### src/rtl/hlmd_pkg.sv
// Shared types, character codes and decode helpers for the hex-length message deframer.
// No dependencies; compiled first.
package hlmd_pkg;

	localparam int LENGTH_BITS_DEF = 32;
	localparam int LEN_OUT_W       = 32;

	localparam logic [7:0] CH_CR   = 8'h0d;
	localparam logic [7:0] CH_LF   = 8'h0a;
	localparam logic [7:0] CH_TAB  = 8'h09;
	localparam logic [7:0] CH_VT   = 8'h0b;
	localparam logic [7:0] CH_FF   = 8'h0c;
	localparam logic [7:0] CH_SP   = 8'h20;
	localparam logic [7:0] CH_ZERO = 8'h30;
	localparam logic [7:0] CH_LX   = 8'h78;
	localparam logic [7:0] CH_UX   = 8'h58;

	typedef enum logic [1:0] {
		KIND_LABEL = 2'd0,
		KIND_BODY  = 2'd1,
		KIND_DONE  = 2'd2
	} kind_t;

	typedef enum logic [6:0] {
		PH_HEADER     = 7'b0000001,
		PH_LABEL_LEN  = 7'b0000010,
		PH_LABEL_DATA = 7'b0000100,
		PH_LABEL_SEP  = 7'b0001000,
		PH_BODY_LEN   = 7'b0010000,
		PH_BODY_DATA  = 7'b0100000,
		PH_BODY_SEP   = 7'b1000000
	} phase_t;

	// Position within a length line
	typedef enum logic [3:0] {
		PFX_SKIP   = 4'b0001,
		PFX_ZERO   = 4'b0010,
		PFX_DIGITS = 4'b0100,
		PFX_REST   = 4'b1000
	} pfx_t;

	typedef struct packed {
		logic   line_end;
		pfx_t   pfx_next;
		logic   sat;
	} len_ctl_t;

	typedef struct packed {
		logic [7:0] rx_byte;
		logic       new_connection;
	} in_item_t;

	typedef struct packed {
		kind_t                kind;
		logic [7:0]           out_byte;
		logic                 part_last;
		logic [LEN_OUT_W-1:0] label_length;
		logic [LEN_OUT_W-1:0] body_length;
		logic                 length_overflow;
	} out_item_t;

	// {valid, value}
	function automatic logic [4:0] hex_digit(input logic [7:0] c);
		logic [4:0] r;
		r = 5'd0;
		if (c >= 8'h30 && c <= 8'h39)
			r = {1'b1, 4'(c - 8'h30)};
		else if (c >= 8'h61 && c <= 8'h66)
			r = {1'b1, 4'(c - 8'h57)};
		else if (c >= 8'h41 && c <= 8'h46)
			r = {1'b1, 4'(c - 8'h37)};
		return r;
	endfunction

	function automatic logic is_blank(input logic [7:0] c);
		return (c == CH_SP) || (c == CH_TAB) || (c == CH_VT) || (c == CH_FF) || (c == CH_CR);
	endfunction

endpackage

### src/rtl/hlmd_stream_if.sv
// Valid/ready stream channel carrying one payload struct per request.
// Payload type is a parameter; uses no package directly.
interface hlmd_stream_if #(parameter type T = logic);
	logic valid;
	logic ready;
	T     data;

	modport source (output valid, output data, input ready);
	modport sink   (input valid, input data, output ready);
endinterface

### src/rtl/hlmd_len_parser.sv
// One-byte step of a hex length line: blank skip, optional 0x, digits, saturation.
// Depends on hlmd_pkg.
module hlmd_len_parser import hlmd_pkg::*; #(
	parameter int LENGTH_BITS = LENGTH_BITS_DEF
) (
	input  logic [7:0]             c,
	input  pfx_t                   pfx,
	input  logic [LENGTH_BITS-1:0] acc,
	output len_ctl_t               ctl,
	output logic [LENGTH_BITS-1:0] acc_next
);

	logic [4:0]             hd;
	logic [LENGTH_BITS-1:0] base;
	logic [LENGTH_BITS-1:0] shifted;
	logic                   over;

	assign hd      = hex_digit(c);
	// first digit of a line starts from zero
	assign base    = (pfx == PFX_SKIP) ? '0 : acc;
	assign over    = |base[LENGTH_BITS-1 -: 4];
	assign shifted = over ? '1 : {base[LENGTH_BITS-5:0], hd[3:0]};

	always_comb begin
		ctl.line_end = (c == CH_LF);
		ctl.pfx_next = pfx;
		ctl.sat      = 1'b0;
		acc_next     = acc;
		if (!ctl.line_end) begin
			unique case (pfx)
				PFX_SKIP: begin
					if (is_blank(c)) begin
						ctl.pfx_next = PFX_SKIP;
					end else if (c == CH_ZERO) begin
						acc_next     = '0;
						ctl.pfx_next = PFX_ZERO;
					end else if (hd[4]) begin
						acc_next     = shifted;
						ctl.sat      = over;
						ctl.pfx_next = PFX_DIGITS;
					end else begin
						ctl.pfx_next = PFX_REST;
					end
				end
				PFX_ZERO: begin
					if (c == CH_LX || c == CH_UX) begin
						ctl.pfx_next = PFX_DIGITS;
					end else if (hd[4]) begin
						acc_next     = shifted;
						ctl.sat      = over;
						ctl.pfx_next = PFX_DIGITS;
					end else begin
						ctl.pfx_next = PFX_REST;
					end
				end
				PFX_DIGITS: begin
					if (hd[4]) begin
						acc_next = shifted;
						ctl.sat  = over;
					end else begin
						ctl.pfx_next = PFX_REST;
					end
				end
				default: begin
					ctl.pfx_next = pfx;
				end
			endcase
		end
	end

endmodule

### src/rtl/hex_length_message_deframer.sv
// A byte is held in the input register; its result, if any, goes to the result
// register. Throughput: one byte per cycle; the input register advances whenever
// the result is empty or draining, so a stalled result holds one byte at most.
// Reset: arst_n clears the pipeline valids and puts the parser in header search;
// new_connection on a byte does the same for parse state before that byte.
module hex_length_message_deframer import hlmd_pkg::*; #(
	parameter int LENGTH_BITS = LENGTH_BITS_DEF
) (
	input  logic                 clk,
	input  logic                 arst_n,
	hlmd_stream_if.sink          rx,
	hlmd_stream_if.source        tx
);

	// input register
	logic                   valid_s1;
	in_item_t               item_s1;

	// parse state
	phase_t                 phase_q;
	logic [1:0]             hdr_cnt_q;
	pfx_t                   pfx_q;
	logic [LENGTH_BITS-1:0] acc_q;
	logic [LENGTH_BITS-1:0] rem_q;
	logic [LENGTH_BITS-1:0] saved_q;
	logic                   ovf_q;

	// result register
	logic                   out_valid_q;
	out_item_t              out_q;

	// state seen by the current byte (reset view on a new connection)
	phase_t                 phase_c;
	logic [1:0]             hdr_cnt_c;
	pfx_t                   pfx_c;
	logic [LENGTH_BITS-1:0] acc_c;
	logic [LENGTH_BITS-1:0] rem_c;
	logic [LENGTH_BITS-1:0] saved_c;
	logic                   ovf_c;

	phase_t                 phase_d;
	logic [1:0]             hdr_cnt_d;
	pfx_t                   pfx_d;
	logic [LENGTH_BITS-1:0] acc_d;
	logic [LENGTH_BITS-1:0] rem_d;
	logic [LENGTH_BITS-1:0] saved_d;
	logic                   ovf_d;

	logic                   emit;
	out_item_t              res;
	logic                   out_free;
	logic                   advance;
	logic [7:0]             c;
	logic [LENGTH_BITS-1:0] rem_dec;
	logic [7:0]             hdr_char;
	len_ctl_t               lctl;
	logic [LENGTH_BITS-1:0] lacc;

	assign out_free = !out_valid_q || tx.ready;
	assign advance  = valid_s1 && out_free;
	assign rx.ready = !valid_s1 || out_free;
	assign tx.valid = out_valid_q;
	assign tx.data  = out_q;

	always_ff @(posedge clk or negedge arst_n) begin
		if (!arst_n) begin
			valid_s1 <= 1'b0;
		end else if (rx.ready) begin
			valid_s1 <= rx.valid;
		end
	end

	always_ff @(posedge clk) begin
		if (rx.ready && rx.valid) begin
			item_s1 <= rx.data;
		end
	end

	assign c = item_s1.rx_byte;

	always_comb begin
		if (item_s1.new_connection) begin
			phase_c   = PH_HEADER;
			hdr_cnt_c = 2'd0;
			pfx_c     = PFX_SKIP;
			acc_c     = '0;
			rem_c     = '0;
			saved_c   = '0;
			ovf_c     = 1'b0;
		end else begin
			phase_c   = phase_q;
			hdr_cnt_c = hdr_cnt_q;
			pfx_c     = pfx_q;
			acc_c     = acc_q;
			rem_c     = rem_q;
			saved_c   = saved_q;
			ovf_c     = ovf_q;
		end
	end

	hlmd_len_parser #(
		.LENGTH_BITS (LENGTH_BITS)
	) u_len (
		.c        (c),
		.pfx      (pfx_c),
		.acc      (acc_c),
		.ctl      (lctl),
		.acc_next (lacc)
	);

	assign rem_dec  = rem_c - LENGTH_BITS'(1);
	// CR LF CR LF: even positions are CR
	assign hdr_char = hdr_cnt_c[0] ? CH_LF : CH_CR;

	always_comb begin
		phase_d   = phase_c;
		hdr_cnt_d = hdr_cnt_c;
		pfx_d     = pfx_c;
		acc_d     = acc_c;
		rem_d     = rem_c;
		saved_d   = saved_c;
		ovf_d     = ovf_c;
		emit      = 1'b0;
		res       = '0;
		unique case (phase_c) inside
			PH_LABEL_LEN, PH_BODY_LEN: begin
				if (lctl.line_end) begin
					rem_d = acc_c;
					if (phase_c == PH_LABEL_LEN) begin
						saved_d = acc_c;
						phase_d = (acc_c != '0) ? PH_LABEL_DATA : PH_LABEL_SEP;
					end else begin
						phase_d = (acc_c != '0) ? PH_BODY_DATA : PH_BODY_SEP;
					end
				end else begin
					pfx_d = lctl.pfx_next;
					acc_d = lacc;
					ovf_d = ovf_c | lctl.sat;
				end
			end
			PH_LABEL_DATA, PH_BODY_DATA: begin
				emit          = 1'b1;
				rem_d         = rem_dec;
				res.kind      = (phase_c == PH_LABEL_DATA) ? KIND_LABEL : KIND_BODY;
				res.out_byte  = c;
				res.part_last = (rem_dec == '0);
				if (rem_dec == '0) begin
					phase_d = (phase_c == PH_LABEL_DATA) ? PH_LABEL_SEP : PH_BODY_SEP;
				end
			end
			PH_LABEL_SEP: begin
				phase_d = PH_BODY_LEN;
				pfx_d   = PFX_SKIP;
				acc_d   = '0;
			end
			PH_BODY_SEP: begin
				emit                = 1'b1;
				res.kind            = KIND_DONE;
				res.label_length    = LEN_OUT_W'(saved_c);
				res.body_length     = LEN_OUT_W'(acc_c);
				res.length_overflow = ovf_c;
				ovf_d               = 1'b0;
				phase_d             = PH_LABEL_LEN;
				pfx_d               = PFX_SKIP;
				acc_d               = '0;
			end
			default: begin
				phase_d = PH_HEADER;
				if (c == hdr_char) begin
					if (hdr_cnt_c == 2'd3) begin
						hdr_cnt_d = 2'd0;
						phase_d   = PH_LABEL_LEN;
						pfx_d     = PFX_SKIP;
						acc_d     = '0;
					end else begin
						hdr_cnt_d = hdr_cnt_c + 2'd1;
					end
				end else begin
					// a stray CR may start a fresh match
					hdr_cnt_d = (c == CH_CR) ? 2'd1 : 2'd0;
				end
			end
		endcase
	end

	always_ff @(posedge clk or negedge arst_n) begin
		if (!arst_n) begin
			phase_q   <= PH_HEADER;
			hdr_cnt_q <= 2'd0;
			pfx_q     <= PFX_SKIP;
			acc_q     <= '0;
			rem_q     <= '0;
			saved_q   <= '0;
			ovf_q     <= 1'b0;
		end else if (advance) begin
			phase_q   <= phase_d;
			hdr_cnt_q <= hdr_cnt_d;
			pfx_q     <= pfx_d;
			acc_q     <= acc_d;
			rem_q     <= rem_d;
			saved_q   <= saved_d;
			ovf_q     <= ovf_d;
		end
	end

	always_ff @(posedge clk or negedge arst_n) begin
		if (!arst_n) begin
			out_valid_q <= 1'b0;
		end else if (advance && emit) begin
			out_valid_q <= 1'b1;
		end else if (tx.ready) begin
			out_valid_q <= 1'b0;
		end
	end

	always_ff @(posedge clk) begin
		if (advance && emit) begin
			out_q <= res;
		end
	end

`ifndef NO_ASSERTIONS
	a_data_phase_nonzero: assert property (@(posedge clk) disable iff (!arst_n)
		(phase_q == PH_LABEL_DATA || phase_q == PH_BODY_DATA) |-> (rem_q != '0))
		else $error("data phase entered with no bytes remaining");

	a_last_to_sep: assert property (@(posedge clk) disable iff (!arst_n)
		(advance && emit && res.part_last)
		|=> (phase_q == PH_LABEL_SEP || phase_q == PH_BODY_SEP))
		else $error("final part byte did not lead to a separator");

	a_stall_cause: assert property (@(posedge clk) disable iff (!arst_n)
		!rx.ready |-> (valid_s1 && out_valid_q && !tx.ready))
		else $error("input stalled without a blocked result");

	a_done_shape: assert property (@(posedge clk) disable iff (!arst_n)
		(advance && emit && res.kind == KIND_DONE)
		|=> (phase_q == PH_LABEL_LEN && !ovf_q && acc_q == '0))
		else $error("completion did not restart the label length line");
`endif

endmodule
### src/flat_wrapper.sv
// flat-port wrapper written by rule: the top's interface ports become plain ports
module hex_length_message_deframer_flat import hlmd_pkg::*;
#(
	parameter int LENGTH_BITS = LENGTH_BITS_DEF
)
  (clk, arst_n, rx_valid, rx_data, rx_ready, tx_valid, tx_data, tx_ready);
  hlmd_stream_if rx_i ();
  hlmd_stream_if tx_i ();
  input  logic clk;
  input  logic arst_n;
  input wire logic [$bits(rx_i.valid)-1:0] rx_valid;
  input wire logic [$bits(rx_i.data)-1:0] rx_data;
  output wire logic [$bits(rx_i.ready)-1:0] rx_ready;
  output wire logic [$bits(tx_i.valid)-1:0] tx_valid;
  output wire logic [$bits(tx_i.data)-1:0] tx_data;
  input wire logic [$bits(tx_i.ready)-1:0] tx_ready;
  assign rx_i.valid = rx_valid;
  assign rx_i.data = rx_data;
  assign rx_ready = rx_i.ready;
  assign tx_valid = tx_i.valid;
  assign tx_data = tx_i.data;
  assign tx_i.ready = tx_ready;
  hex_length_message_deframer #(.LENGTH_BITS(LENGTH_BITS)) u_core (.clk(clk), .arst_n(arst_n), .rx(rx_i), .tx(tx_i));
endmodule
### config.mk
export PLATFORM = sky130hd
export DESIGN_NAME = hex_length_message_deframer_flat
export DESIGN_NICKNAME = d
export VERILOG_FILES = /design/src/rtl/hlmd_pkg.sv /design/src/rtl/hlmd_stream_if.sv /design/src/rtl/hlmd_len_parser.sv /design/src/rtl/hex_length_message_deframer.sv /design/src/flat_wrapper.sv
export SDC_FILE = /design/constraint.sdc
export NUM_CORES = 1
export LEC_CHECK = 0
export BUFFER_PORTS_ARGS = -buffer_cell sky130_fd_sc_hd__buf_2
export CAP_MARGIN = 20
export CORE_ASPECT_RATIO = 1.4
export CORE_MARGIN = 10
export CORE_UTILIZATION = 59
export CTS_CLUSTER_DIAMETER = 40
export DETAILED_ROUTE_END_ITERATION = 16
export GPL_ROUTABILITY_DRIVEN = 0
export PLACE_DENSITY = 0.78
export SLEW_MARGIN = 10
export SYNTH_ARGS = -nofsm -noshare
export SYNTH_HDL_FRONTEND = slang
export SYNTH_HIERARCHICAL = 1
export SYNTH_SLANG_ARGS = --single-unit
### constraint.sdc
create_clock -name clk -period 3.6 [get_ports clk]
set_clock_uncertainty 0.05 [all_clocks]
set_input_delay 0.18 -clock clk [delete_from_list [all_inputs] [get_ports clk]]
set_output_delay 0.18 -clock clk [all_outputs]
set_load 0.005 [all_outputs]
== Word level (Yosys, flattened, before mapping) ==
Cells that the tools add are included.

* $add $sub $neg: 2
* Equal/unequal tests: 7
* Mux-type cells: 18
* Reductions and logical operators: 14

{| class="wikitable"
|+ Operators with widths
! cell !! count
|-
| 32-bit two-way mux || 2
|-
| 32-bit zero test || 1
|-
| 32-bit by 1-bit subtractor with 32-bit output (second input constant) || 1
|-
| 7-bit two-way mux || 4
|-
| 7-bit case mux with 4 select lines || 1
|-
| 2-bit two-way mux || 5
|-
| 8-bit zero test || 1
|-
| 7-bit by 2-bit equality test with 1-bit output (second input constant) || 1
|-
| 7-bit by 3-bit equality test with 1-bit output (second input constant) || 1
|-
| 7-bit by 4-bit equality test with 1-bit output (second input constant) || 1
|-
| 7-bit by 5-bit equality test with 1-bit output (second input constant) || 1
|-
| 7-bit by 6-bit equality test with 1-bit output (second input constant) || 1
|-
| 7-bit equality test (second input constant) || 1
|-
| 6-bit OR reduction || 1
|-
| 1-bit two-way mux || 5
|-
| 2-bit OR reduction || 2
|-
| 1-bit logical AND || 3
|-
| 3-bit two-way mux || 1
|-
| 3-bit OR reduction || 1
|-
| 2-bit by 1-bit adder with 2-bit output (second input constant) || 1
|-
| 2-bit equality test (second input constant) || 1
|-
| 1-bit zero test || 2
|-
| 1-bit logical OR || 2
|-
| 2-bit nonzero test || 1
|}

* Bits in registers: 46
* Input bits: 5
* Word-level logic and storage cells: 49

== Logic depth before layout (Yosys ltp) ==
Gate-level depths: netlist (run 1).

* Word-level depth: 6
* Gate-level depth with buffers: 14

== Hierarchy ==
The synthesis (run 1) kept the hierarchy.

{| class="wikitable"
|+ Modules (own cells, without submodules)
! module !! times used !! cells an instance !! area an instance (um^2) !! seq. area each (um^2)
|-
| hex_length_message_deframer || 1 || 581 || 5091.1 || 2014.4
|-
| hlmd_len_parser || 1 || 144 || 985.9 || 0.0
|}

== Worst setup path after synthesis (run 1) ==
Ideal clock, no wire load.

* Kind: register to register
* From: register u_core/item_s1[0] in the netlist's numbering
* To: register u_core.phase_q[3]
* Setup time: 0.067 ns
* Arrival: 3.301 ns
* Required time: 3.483 ns
* Setup slack: 0.183 ns
* Cell stages (with the launch flop): 14
* Buffers on the path: 3
* Path through: edfxtp_1 > clkbuf_1 > inv_1 > clkbuf_1 > buf_1 > nand2_1 > ha_1 > or3b_1 > o31a_1 > o21ai_1 > nand4_1 > or4_4 > nor4b_4 > a41o_1

* Longest elaborated chain between the ends: 5
* Elaborated cells on any way between the ends: 15

{| class="wikitable"
|+ RTL lines
! what !! line !! RTL
|-
| start, declared || hex_length_message_deframer.sv:17 || <nowiki>in_item_t item_s1;</nowiki>
|-
| start signal, assigned || hex_length_message_deframer.sv:75 || <nowiki>item_s1 <= rx.data;</nowiki>
|-
| 32-bit two-way mux or 7-bit two-way mux (tied branches) || hex_length_message_deframer.sv:82 || <nowiki>if (item_s1.new_connection) begin</nowiki>
|-
| 32-bit by 1-bit subtractor with 32-bit output or 7-bit by 3-bit equality test with 1-bit output (tied branches) || hex_length_message_deframer.sv:111, hex_length_message_deframer.sv:148 ||
|-
| 32-bit zero test or 7-bit two-way mux (tied branches) || - ||
|-
| 7-bit two-way mux || hex_length_message_deframer.sv:147 || <nowiki>if (rem_dec == '0) begin</nowiki>
|-
| 7-bit case mux with 4 select lines (*) || hex_length_message_deframer.sv:125 || <nowiki>unique case (phase_c) inside</nowiki>
|-
| end signal, assigned || hex_length_message_deframer.sv:196 || <nowiki>phase_q <= phase_d;</nowiki>
|-
| end, declared || hex_length_message_deframer.sv:20 || <nowiki>phase_t phase_q;</nowiki>
|}

Every way passes the cells marked *; elsewhere a longest branch is shown, timed or not.
A chain may end at the register's enable or synchronous reset.

== Worst setup path after layout (run 1) ==
* From: register u_core.rem_q[0]
* To: register u_core.phase_q[5]

* Longest elaborated chain between the ends: 5

{| class="wikitable"
|+ RTL lines
! what !! line !! RTL
|-
| start, declared || hex_length_message_deframer.sv:24 || <nowiki>logic [LENGTH_BITS-1:0] rem_q;</nowiki>
|-
| start signal, assigned || hex_length_message_deframer.sv:200 || <nowiki>rem_q <= rem_d;</nowiki>
|-
| 32-bit two-way mux || hex_length_message_deframer.sv:82 ||
|-
| 32-bit by 1-bit subtractor with 32-bit output || hex_length_message_deframer.sv:111 || <nowiki>assign rem_dec = rem_c - LENGTH_BITS'(1);</nowiki>
|-
| 32-bit zero test || - ||
|-
| 7-bit two-way mux || hex_length_message_deframer.sv:147 ||
|-
| 7-bit case mux with 4 select lines || hex_length_message_deframer.sv:125 ||
|}

Every way passes these cells.

==> impl_metrics.yaml, run 1 <==
detailed_routing:
  viasPerCell: 6.96
  wire_per_inst_um: 20.8
  ant_nets: 0
  drtIter0Drc: 627
  wirelength_mm: 18.0
  drt-pass1-iter-count: 7
  post-route-drc-count: 0
  vias: 6017
floorplanning:
  fp.dieH_um: 140
  io_pins: 8
  dieArea_um2: 14800
  die_x_um: 106
  num_rows: 43
  design.core.area_um2: 10000
  initial_core_util: 0.607
clock_network:
  cts_resized: 0
  cts_buffer_depth: 2
  clk_pin_slew_ns: 0.06
  cts_setup_buffers: 0
  htreeDepth: 3
  cts.sinks: 80
  cts_buffers: 9
  clock-root-buffer: "clkbuf_16"
  cts_tree: "yes"
  clock_latency_ns: 0.35
timing:
  worst_pin_slew_ns: 2.41
  setup_viol: 0
  setup_tns_ns: 0
  rsz0062_at_grt: "false"
  slew_violations: 31
  relSlewSlack: -0.603
  setup_ws_ns: 0.437
  hold_violations: 0
  layout_min_cycle_time_ns: 3.16
  fin_crit_sh: 0.878
  fmax_mhz: 316
run_status:
  status: "finished, violations left"
  violations: "slew limit"
global_routing:
  grt_first_pass_wirelength_mm: 28.9
  grt_start_max_net_pins: 79
  grt_use_met2: 0.392
  grt_usage: 0.236
  antenna_found_initial: 0
  use_met1: 0.287
  grt-busiest-layer: "met2"
  grt_pass1_vias: 5575
  gr-total-overflow: 0
  use_met3: 0.0381
synthesis:
  synth.cell_area_um2: 6080
  synth_cells: 725
  synth_flop_cell: "dfrtp_1"
  async_reset_ff_frac: 0.975
  synth.most_common_cell: "dfrtp_1"
  synth_enable_flop_cells: 2
  yosys_register_bits: 80
  synth_top_area_share: 0.313
  avgSynthCellArea_um2: 8.38
  synth.area.top_cells: "dfrtp_1 31%, a22o_1 5.5%, nor2_1 4.4%"
  synth_common_cells: "76 x dfrtp_1, 72 x nor2_1, 56 x nand2_1, 53 x o21ai_0, 43 x clkbuf_1"
  synth_warnings: 6
  yosys.area.top_type: "dfrtp_1"
  ys_seq_area_frac: 0.331
  yosysUniqueCellTypes: 87
power:
  p_int_mw: 1.61
  p_comb_frac: 0.147
  vdd_ir_drop_max_mv: 0.226
  p_leak_nw: 2.67
  switching_power_mw: 0.622
  pwr-share-clk: 0.426
  p_sw_frac: 0.279
  power.density_nw_per_um2: 339
  pwr-share-seq: 0.427
worst_setup_path:
  max_stage_delay_ns: 0.46
  cpMaxStageDelayCell: "dfrtp_1"
  path_cells: "nand2_1, ha_1, or3b_1, o311ai_0, o211ai_1, nor3_1, nand4_1, nor4b_4, o21ai_0"
  cp.arrival_ns: 3.33
  r2r_slack_ns: 0.44
  start_kind: "register"
  cp-startpoint: "u_core/rem_q[0]"
  required_ns: 3.77
  critPathKind: "register to register"
  timing.rr.start: "u_core/rem_q[0]"
  end_kind: "register"
  cp_max_fo: 7
placed_design:
  dp_hpwl_mm: 12.1
  numPortBuffers: 7
  pre_cts_slack_ns: 0.588
min_path:
  hp-start: "tx_ready"
  min_path_type: "primary input to register"
finish:
  diodes: 0
  seq_area_um2: 2010
  drive_gt1_frac: 0.0918
  multi_input_area_um2: 3830
  fin_nets: 737
  fin_util: 0.657
  layout-area-overhead-vs-synth_pct: 8.24
  fillerInstances: 870
job:
  drv_cap: 0
-- path summary, 6_finish.rpt --
kind | end | depth (start not counted)
max in group asynchronous | u_core/phase_q[0] | 3
max reg2reg | u_core/phase_q[5] | 9
min reg2reg | u_core/pfx_q[0] | 2
min in group asynchronous | u_core/rem_q[28] | 2
min | u_core/valid_s1 | 3
max | u_core/phase_q[5] | 9
-- power groups by stage --
stage / Combinational [mW] / Clock (mW) / Sequential (mW)
3_5_place_dp: 0.305 / 0 / 0.967
2_1_floorplan: 0.238 / 0 / 0.953
5_1_grt: 0.354 / 0.989 / 0.954
6_report: 0.328 / 0.949 / 0.953
4_1_cts: 0.310 / 0.944 / 0.951
3_3_place_gp: 0.300 / 0 / 0.965
-- critical path: cells and delay by family, from the launching register on --
family          cells  cell delay (ns)
flops               1             0.46
compound gates      3             0.78
fa+ha+maj           1             0.25
simple gates        5             1.48
-- layer usage --
metal | wire length, um | up-vias
met5 | 0 | -
met4 | 746 | 0
met3 | 1500 | 68
met2 | 8820 | 366
met1 | 6910 | 2863
li1 | - | 2720
-- placed cells by master, fill, tap and decap left out, drive strengths merged, types with 8 or more instances in the layout --
cell,instances
nor2,73
o21ai,56
dfrtp,76
a22o,38
clkbuf,13
nand2,56
nand3,17
nor2b,38
a22oi,23
or4,8
nor3,23
buf,23
a21oi,19
xnor2,9
inv,15
conb,29
o2bb2ai,27
nor4,20
-- stage by stage --
stage / instance area, um^2 / std cells / power (mW) / hold slack (ns)
after global placement: 6220 / 845 / 1.27 / 0.330
after CTS: 6550 / 864 / 2.21 / 0.0937
after global routing: 6580 / 865 / 2.30 / 0.110
after detailed placement: 6220 / 845 / 1.27 / 0.333
final: 6580 / 865 / 2.23 / 0.0936
after floorplan: 6180 / 753 / 1.19 / -0.166
-- registers in the layout (all words and copies together) (netlist names) --
signal	count
u_core/tx.data	1
u_core/ovf_q	1
u_core/valid_s1	1
u_core/acc_q	32
u_core/pfx_q	4
u_core/item_s1	1
u_core/rem_q	32
u_core/tx.valid	1
u_core/phase_q	7
-- cell families (layout without fill, tap and decap cells) --
| family | Yosys count | after routing | share of synthesized area |
|---|---|---|---|
| AND/OR/NAND/NOR | 291 | 291 | 0.265 |
| buffers and inverters | 80 | 57 | 0.0564 |
| adder cells (fa/ha/maj) | 7 | 7 | 0.0144 |
| other | 1 | 29 | 0.000617 |
| XOR/XNOR | 14 | 14 | 0.0202 |
| AO/OA/AOI/OAI | 247 | 247 | 0.303 |
| flip-flops | 80 | 80 | 0.331 |
| multiplexers | 5 | 5 | 0.00906 |
-- layout make-up --
type,instances,share of cell area
multi-input combinational,593,0.582
clock buffer,13,0.0396
inverter,15,0.00856
clock inverter,3,0.00609
timing repair buffer,26,0.0316
sequential,80,0.306
tap,135,0.0257
-- timing repair --
| item | CTS | global route |
|---|---|---|
| setup endpoints to repair | 0 | 0 |
| endpoints found under the hold margin | 5 | 0 |
| hold buffers | 3 | 0 |
(Power assumes the default switching activity.)
==> run 2, diff against run 1 <==
--- a/config.mk
+++ b/config.mk
@@ -7,13 +7,15 @@
 export LEC_CHECK = 0
 export BUFFER_PORTS_ARGS = -buffer_cell sky130_fd_sc_hd__buf_2
 export CAP_MARGIN = 20
+export CELL_PAD_IN_SITES_DETAIL_PLACEMENT = 0
+export CELL_PAD_IN_SITES_GLOBAL_PLACEMENT = 1
 export CORE_ASPECT_RATIO = 1.4
 export CORE_MARGIN = 10
-export CORE_UTILIZATION = 59
+export CORE_UTILIZATION = 45
 export CTS_CLUSTER_DIAMETER = 40
 export DETAILED_ROUTE_END_ITERATION = 16
 export GPL_ROUTABILITY_DRIVEN = 0
-export PLACE_DENSITY = 0.78
+export PLACE_DENSITY_LB_ADDON = 0.1
 export SLEW_MARGIN = 10
 export SYNTH_ARGS = -nofsm -noshare
 export SYNTH_HDL_FRONTEND = slang
==> impl_metrics.yaml, run 2 (synthesized netlist as in run 1, its figures left out) <==
timing:
  slew_violations: 31
  setup_tns_ns: 0
  hold_ws_ns: 0.105
  fin_crit_sh: 0.881
  fmax_mhz: 315
  layout_min_cycle_time_ns: 3.17
  rsz0062_at_grt: "false"
  worst_pin_slew_ns: 2.51
  setup_viol: 0
  hold_violations: 0
  relSlewSlack: -0.672
placed_design:
  dp_hpwl_mm: 13.5
  numPortBuffers: 7
worst_setup_path:
  cp_max_fo: 13
  cp.arrival_ns: 3.40
  r2r_slack_ns: 0.43
  start_kind: "register"
  critPathKind: "register to register"
  rr_endpoint: "u_core/phase_q[3]"
  timing.rr.start: "u_core/item_s1[0]"
  required_ns: 3.83
  rr_worst_depth: 11
  end_kind: "register"
global_routing:
  grt_pass1_vias: 5605
  grt_usage: 0.208
  antenna_found_initial: 0
  grt_start_max_net_pins: 85
  gr-total-overflow: 0
  grt_first_pass_wirelength_mm: 31.2
detailed_routing:
  vias: 5861
  drt-pass1-iter-count: 5
  viasPerCell: 6.43
  post-route-drc-count: 0
  wire_per_inst_um: 21.1
  drtIter0Drc: 471
  wirelength_mm: 19.3
  ant_nets: 0
clock_network:
  cts_resized: 0
  clock_latency_ns: 0.34
  clk_pin_slew_ns: 0.06
  clock-root-buffer: "clkbuf_16"
  cts_tree: "yes"
  cts_buffer_depth: 2
  cts.sinks: 80
  cts_setup_buffers: 0
  cts_buffers: 9
  htreeDepth: 3
floorplanning:
  dieArea_um2: 18600
  initial_core_util: 0.456
  num_rows: 50
  die_x_um: 118
  fp.dieH_um: 158
  design.core.area_um2: 13300
  io_pins: 8
finish:
  layout-area-overhead-vs-synth_pct: 9.80
  diodes: 0
  final_common_cell: "dfrtp_1"
  final_cell_mix: "76 x dfrtp_1, 72 x nor2_1, 56 x nand2_1"
  reg.largest.list: "u_core/acc_q: 32 flops, u_core/rem_q: 32 flops, u_core/phase_q: 7 flops"
  fin_util: 0.501
  drive_gt1_frac: 0.0918
  fin_nets: 737
min_path:
  min_path_type: "primary input to register"
  min_path_cells: 3
  hp-start: "tx_ready"
  min_to: "u_core/tx.valid"
power:
  power_mw: 2.35
  vdd_ir_drop_max_mv: 0.262
  power.density_nw_per_um2: 352
  p_leak_nw: 2.68
run_status:
  violations: "slew limit"
  status: "finished, violations left"
job:
  drv_cap: 0
[run 2: changes by cell type in the layout (fill, tap and decap cells not counted), sizes merged]
cell    before  now
bufinv       1    3
clkinv       2    0
[run 2: report_power, final]
part	internal, mW	total [mW]	switching (mW)
clock	0.698	1.07	0.373
combinational	0.115	0.327	0.212
sequential	0.919	0.954	0.0348
total	1.73	2.35	0.619
[run 2: what timing repair did]
action                                 in CTS  in global routing
setup endpoints to repair                   0                  0
endpoints found under the hold margin      51                  0
hold buffers                                3                  0
[run 2: stage by stage]
stage	area (um^2)	setup WS [ns]	std cells
floorplan	6180	0.183	753
finish	6670	0.427	912
global placement	6300	0.585	893
global route	6670	0.169	912
detailed placement	6300	0.455	893
CTS	6670	0.456	912
[run 2: metal layers]
layer  share of wire  track usage
met5               0            0
met1            0.41        0.248
met4           0.030       0.0868
met2            0.51        0.366
met3           0.044       0.0294
[run 2: cell type report]
| type | count | area, um^2 |
|---|---|---|
| clock buffers | 13 | 250 |
| clock inverters | 3 | 90.1 |
| fillers | 1327 | 6650 |
| inverters | 15 | 56.3 |
| multi-input cells | 593 | 3830 |
| flip-flops and latches | 80 | 2010 |
| well taps | 182 | 228 |
| repair buffers | 26 | 200 |
[run 2: worst max-delay path by stage]
stage / start / end / slack, ns / cells past startpoint
floorplan: u_core/item_s1[0] / u_core/phase_q[3] / 0.18 / 13
global placement: u_core/item_s1[0] / u_core/acc_q[0] / 0.58 / 8
detailed placement: u_core/item_s1[0] / u_core/phase_q[5] / 0.46 / 11
CTS: u_core/item_s1[0] / u_core/phase_q[3] / 0.46 / 11
global route: u_core/item_s1[0] / u_core/phase_q[5] / 0.17 / 11
finish: u_core/item_s1[0] / u_core/phase_q[3] / 0.43 / 11
[run 2: worst max-delay path: stages (launching register included)]
cell,delay [ns]
edfxtp_1,0.44
inv_1,0.24
nand2_1,0.13
ha_1,0.26
buf_4,0.19
nand2_1,0.26
o31a_1,0.24
or3_1,0.12
nand4_1,0.10
or4_4,0.52
nor4b_4,0.34
a41o_1,0.22
